===== config.mk =====
export PLATFORM = sky130hd
export DESIGN_NAME = clsq_div
export DESIGN_NICKNAME = d
export VERILOG_FILES = /design/src/design/clsq_pkg.sv /design/src/design/clsq_div.sv
export SDC_FILE = /design/constraint.sdc
export NUM_CORES = 1
export LEC_CHECK = 0
export BUFFER_PORTS_ARGS = -buffer_cell sky130_fd_sc_hd__buf_2
export CORE_MARGIN = 1.5
export CORE_UTILIZATION = 40
export CTS_BUF_LIST = sky130_fd_sc_hd__clkbuf_8
export CTS_CLUSTER_DIAMETER = 60
export CTS_CLUSTER_SIZE = 40
export DETAILED_ROUTE_END_ITERATION = 10
export PLACE_DENSITY = 0.64
export SYNTH_ARGS = -nofsm -noshare
export SYNTH_HDL_FRONTEND = slang
export SYNTH_SLANG_ARGS = --single-unit

===== constraint.sdc =====
create_clock -name i_clk -period 3.7 [get_ports i_clk]
set_input_delay 0.185 -clock i_clk [delete_from_list [all_inputs] [get_ports i_clk]]
set_output_delay 0.185 -clock i_clk [all_outputs]
set_load 0.02 [all_outputs]

===== src/design/clsq_pkg.sv =====
package clsq_pkg;

    // Default geometry limits
    localparam int MAX_CELLS_ACROSS_DEF = 256;
    localparam int MAX_IMAGE_SIDE_DEF   = 4096;
    localparam int SHADE_LEVELS_DEF     = 5;
    localparam int MAX_CELL_ROWS        = 256;
    localparam int ROW_W                = $clog2(MAX_CELL_ROWS + 2);

    // Accumulator and fixed-point widths
    localparam int SUM_W      = 40;
    localparam int LUM_W      = 18;
    localparam int MEAN_W     = 16;
    localparam int GAIN_W     = 12;
    localparam int SCALE_FRAC = 24;
    localparam int SHADE_W    = 3;
    localparam int CELL_IDX_W = 8;

    // Configuration port
    localparam int CFG_IDX_W  = 3;
    localparam int CFG_DATA_W = 13;

    typedef enum logic [CFG_IDX_W-1:0] {
        REG_IMAGE_WIDTH   = 3'd0,
        REG_IMAGE_HEIGHT  = 3'd1,
        REG_CELL_COLUMNS  = 3'd2,
        REG_CELL_ROWS     = 3'd3,
        REG_EXPOSURE_GAIN = 3'd4
    } t_cfg_reg;

    // Register reset values
    localparam logic [12:0] RST_IMAGE_WIDTH   = 13'd640;
    localparam logic [12:0] RST_IMAGE_HEIGHT  = 13'd480;
    localparam logic [8:0]  RST_CELL_COLUMNS  = 9'd80;
    localparam logic [8:0]  RST_CELL_ROWS     = 9'd24;
    localparam logic [11:0] RST_EXPOSURE_GAIN = 12'd768;

    typedef logic [15:0] t_lum_rom [256];

    localparam longint unsigned Q30_ONE   = 64'd1 << 30;
    localparam longint unsigned ROM_SCALE = 64'd10000 * Q30_ONE;

    // r^5 in Q30, truncating after each product
    function automatic longint unsigned pow5_q30(longint unsigned r);
        longint unsigned p;
        p = r;
        for (int k = 0; k < 4; k++) begin
            p = (p * r) >> 30;
        end
        return p;
    endfunction

    // sRGB code to linear light, Q30
    function automatic longint unsigned linear_q30(longint unsigned v);
        longint unsigned t;
        longint unsigned s;
        longint unsigned lo;
        longint unsigned hi;
        longint unsigned mid;
        if (v <= 64'd10) begin
            return (v * 64'd100 * Q30_ONE) / 64'd329460;
        end
        t  = ((v * 64'd1000 + 64'd14025) * Q30_ONE) / 64'd269025;
        s  = (t * t) >> 30;
        lo = 64'd0;
        hi = Q30_ONE;
        // fifth root of s by bisection
        for (int k = 0; k < 32; k++) begin
            if (lo < hi) begin
                mid = (lo + hi + 64'd1) >> 1;
                if (pow5_q30(mid) <= s) begin
                    lo = mid;
                end else begin
                    hi = mid - 64'd1;
                end
            end
        end
        return (s * lo) >> 30;
    endfunction

    // Weighted linear table for one channel, Q0.16
    function automatic t_lum_rom build_rom(longint unsigned weight);
        t_lum_rom        rom;
        longint unsigned lin;
        for (int v = 0; v < 256; v++) begin
            lin    = linear_q30(longint'(v));
            rom[v] = 16'((lin * weight * 64'd65536) / ROM_SCALE);
        end
        return rom;
    endfunction

    localparam t_lum_rom RED_ROM   = build_rom(64'd2126);
    localparam t_lum_rom GREEN_ROM = build_rom(64'd7152);
    localparam t_lum_rom BLUE_ROM  = build_rom(64'd722);

endpackage


===== src/design/clsq_div.sv =====
module clsq_div #(
    parameter int DW = 40,
    parameter int VW = 26
) (
    input  logic          i_clk,
    input  logic          i_rst_n,
    input  logic          i_start,
    input  logic [DW-1:0] i_dividend,
    input  logic [VW-1:0] i_divisor,
    output logic          o_done,
    output logic [DW-1:0] o_quotient
);
    import clsq_pkg::*;

    localparam int CW = $clog2(DW + 1);

    logic          r_busy;
    logic          r_done;
    logic [CW-1:0] r_cnt;
    logic [DW-1:0] r_q;
    logic [VW:0]   r_rem;
    logic [VW-1:0] r_den;
    logic [VW:0]   n_shift;
    logic          n_fit;

    // Shift in the next dividend bit and trial-subtract
    always_comb begin
        n_shift = {r_rem[VW-1:0], r_q[DW-1]};
        n_fit   = n_shift >= {1'b0, r_den};
    end

    // One quotient bit per cycle, restoring
    always_ff @(posedge i_clk) begin
        if (!i_rst_n) begin
            r_busy <= 1'b0;
            r_done <= 1'b0;
            r_cnt  <= '0;
        end else begin
            r_done <= 1'b0;
            if (i_start) begin
                r_busy <= 1'b1;
                r_cnt  <= CW'(DW);
                r_q    <= i_dividend;
                r_rem  <= '0;
                r_den  <= i_divisor;
            end else if (r_busy) begin
                r_rem <= n_fit ? (n_shift - {1'b0, r_den}) : n_shift;
                r_q   <= {r_q[DW-2:0], n_fit};
                r_cnt <= r_cnt - CW'(1);
                if (r_cnt == CW'(1)) begin
                    r_busy <= 1'b0;
                    r_done <= 1'b1;
                end
            end
        end
    end

    assign o_done     = r_done;
    assign o_quotient = r_q;

endmodule


==> run summary <==
Worst IR Drop VDD: 0.000272 V
met2 wire len: 5310 µm
GPL Wtd Cong: 0.892
Fillers: 1173
DR WL/cell: 15.7 µm
Worst R2R Path Depth: 13
Synth cell types: 53
1st-pass router iterations: 4
Final nets: 658
CTS tree: done
Final Hold Viols: 0
I/O pin cnt: 110
final std cells w/o fill: 741
clk_lat worst skew: 0.38 ns
gr usage total: 17.6%
Critical Path End: r_rem[24]
DRT antenna net count: 0
clock root buffer: clkbuf_8
area share of the largest cell type after synthesis: 51.3%
type of origin of the critical path: flop
Setup Skew: 0.0136 ns
Slew @ Worst Pin: 1.10 ns
routed wire length: 11600 µm
core area: 0.0132 mm²
CP max FO: 4
DR vias/cell: 5.15
height of the die: 119 µm
grt total ovfl: 0
Worst R2R End: r_rem[24]
site row count: 42
Post-synth EDFFs: 92
minimum clock period: 3.26 ns
I/O Buffers: 109
initial core utilization: 40.8%
area grow syn2layout: 22.3%
Max-Slew Margin vs Limit: 26.5%
DRT iter0 DRCs: 222
commonest cells after routing, fill and taps aside: buf_2, edfxtp_1, mux2_2
Reg-to-Reg Start: o_quotient[39]
RSZ-0062 raised after global routing: false
YS warnings: 0
H-tree depth: 3
dpl ws: 0.392 ns
worst reg-to-reg setup slack: 0.44 ns
n_diodes: 0
first-pass GRT wire length: 19600 µm
top sig layer: met4
P_leak: 2.81 nW
Syn Area/Cell: 12.7 µm²
Post-Synthesis Cell Area: 0.00538 mm²
CP required: 3.84 ns
cell accounting for the most synthesized area: edfxtp_1
CTS sink cnt: 100
CP startpoint: o_quotient[39]
CP Capture Type: flop
number of CTS-inserted buffers: 9
final worst-path cycle share: 88.2%
Main synth FF type: edfxtp_1
Setup Buffers After CTS: 0
share of layout cells above drive strength 1: 31.2%
register bit total from synthesis: 100
dpl cells: 699
Post-Syn Instances: 424
synth top area cells: edfxtp_1, mux2_2, ha_1, dfxtp_1, a21o_1
Fmax achieved: 306 MHz
status: completed
commonest non-fill, non-tap cell in the layout: buf_2
routed wl met3: 1010 µm
post-synthesis sequential area ratio: 54.3%
clk slew on worst S/H paths: 0.10 ns
initial antenna violation count: 0
final worst setup slack: 0.436 ns
vias in the first global route: 4004
DIE AREA: 0.0142 mm²
Residual DRC: 0
max_cap viols: 0
endpoints failing setup: 0
HPWL after DPL: 8310 µm
vias: 3816
total negative slack: 0 ns
largest net degree at the start of global routing: 39
DIE WIDTH: 119 µm
Hold Crit Class: in -> reg
CP arrival: 3.40 ns
pwr dens: 438 mW/mm²
fraction of registers with async set/reset: 0%
CTS max path bufs: 2
CP Class: reg -> reg
metal1 wirelength: 5120 µm
Max Slew Vio Count: 0
Syn Nets: 522
-- critical path: stages (launching register included) --
cell and delay (ns):
edfxtp_1 0.42, inv_1 0.08, ha_1 0.16, inv_1 0.05, fa_1 0.40, a21o_1 0.21, a221oi_1 0.47, o31ai_2 0.17
a21o_1 0.23, a21oi_1 0.26, o21ai_0 0.13, a21oi_1 0.19, xnor2_1 0.14, o22ai_1 0.10
-- what timing repair did --
item	CTS	global route
hold buffers	26	0
gates resized for setup	0	0
endpoints found under the setup margin	0	0
endpoints found under the hold margin	26	0
-- area by class of cell --
type,count,area (µm²),area share (%)
Clock buffer,9,124,1.88
Clock inverter,7,67.6,1.03
Inverter,33,124,1.88
Multi-Input combinational cell,277,2260,34.4
Sequential cell,100,2920,44.4
Tap cell,176,220,3.35
Timing Repair Buffer,139,861,13.1
-- state kept, by name (all words and copies together) (netlist names) --
register	count
r_busy	1
o_done	1
r_cnt	6
o_quotient	40
r_rem	26
r_den	26
-- synth_stat cells (2+ instances only) --
library cell,number
o21a_1,5
mux2_2,39
nand3_1,2
dfxtp_1,8
a21o_1,20
inv_1,33
a31oi_1,3
o21ai_4,2
buf_1,3
nor4_1,2
nor2_1,32
and4_1,2
ha_1,28
and2_1,2
a221oi_1,2
mux2i_1,15
nand2_1,17
nand2b_1,3
and3_1,5
o21ai_0,7
clkbuf_1,8
a211oi_1,7
edfxtp_1,92
or3_1,2
nor3_1,5
buf_6,3
xor2_1,12
a21oi_1,16
a21boi_0,4
o22ai_1,4
nand4_1,4
xnor2_1,15
nor2b_1,2
-- metrics by stage --
step	hold WS, ns	util, %	total power, mW	area [µm²]
2_1_floorplan	0.284	-	1.98	5380
6_report	0.0961	49.9	2.88	6580
4_1_cts	0.0590	49.9	2.92	6580
3_5_place_dp	0.363	46.5	2.17	6130
5_1_grt	0.0631	49.9	3.04	6580
3_3_place_gp	0.364	46.5	2.16	6130
-- worst min path at each step --
stage                   startpoint  cells past startpoint  slack, ns              to
floorplan             i_divisor[0]                      0       0.28        r_den[0]
global placement     i_divisor[21]                      1       0.36       r_den[21]
detailed placement   i_divisor[13]                      1       0.36       r_den[13]
CTS                 i_dividend[37]                      2       0.06  o_quotient[37]
global route        i_dividend[24]                      2       0.06  o_quotient[24]
finish              i_dividend[24]                      2        0.1  o_quotient[24]
-- logic make-up after synthesis --
family	count (synthesis)	synth area share [%]
buf+inv	47	3.70
xor+xnor	27	4.39
fa+ha+maj	29	6.88
simple gates	81	7.18
flops	100	54.3
mux	55	11.2
compound gates	85	12.3
-- power by group --
group	internal, mW	total (mW)	switching, mW
Sequential	1.35	1.40	0.0466
Combinational	0.348	0.766	0.418
Clock	0.312	0.717	0.405
Total	2.01	2.88	0.870
-- routing by layer --
metal / up-vias / GRT usage [%]
met5: - / 0
met3: 12 / 7.14
li1: 1849 / -
met1: 1814 / 21.8
met4: 0 / 5.80
met2: 141 / 27.9
No activity file was read; power rests on OpenSTA's default activity.
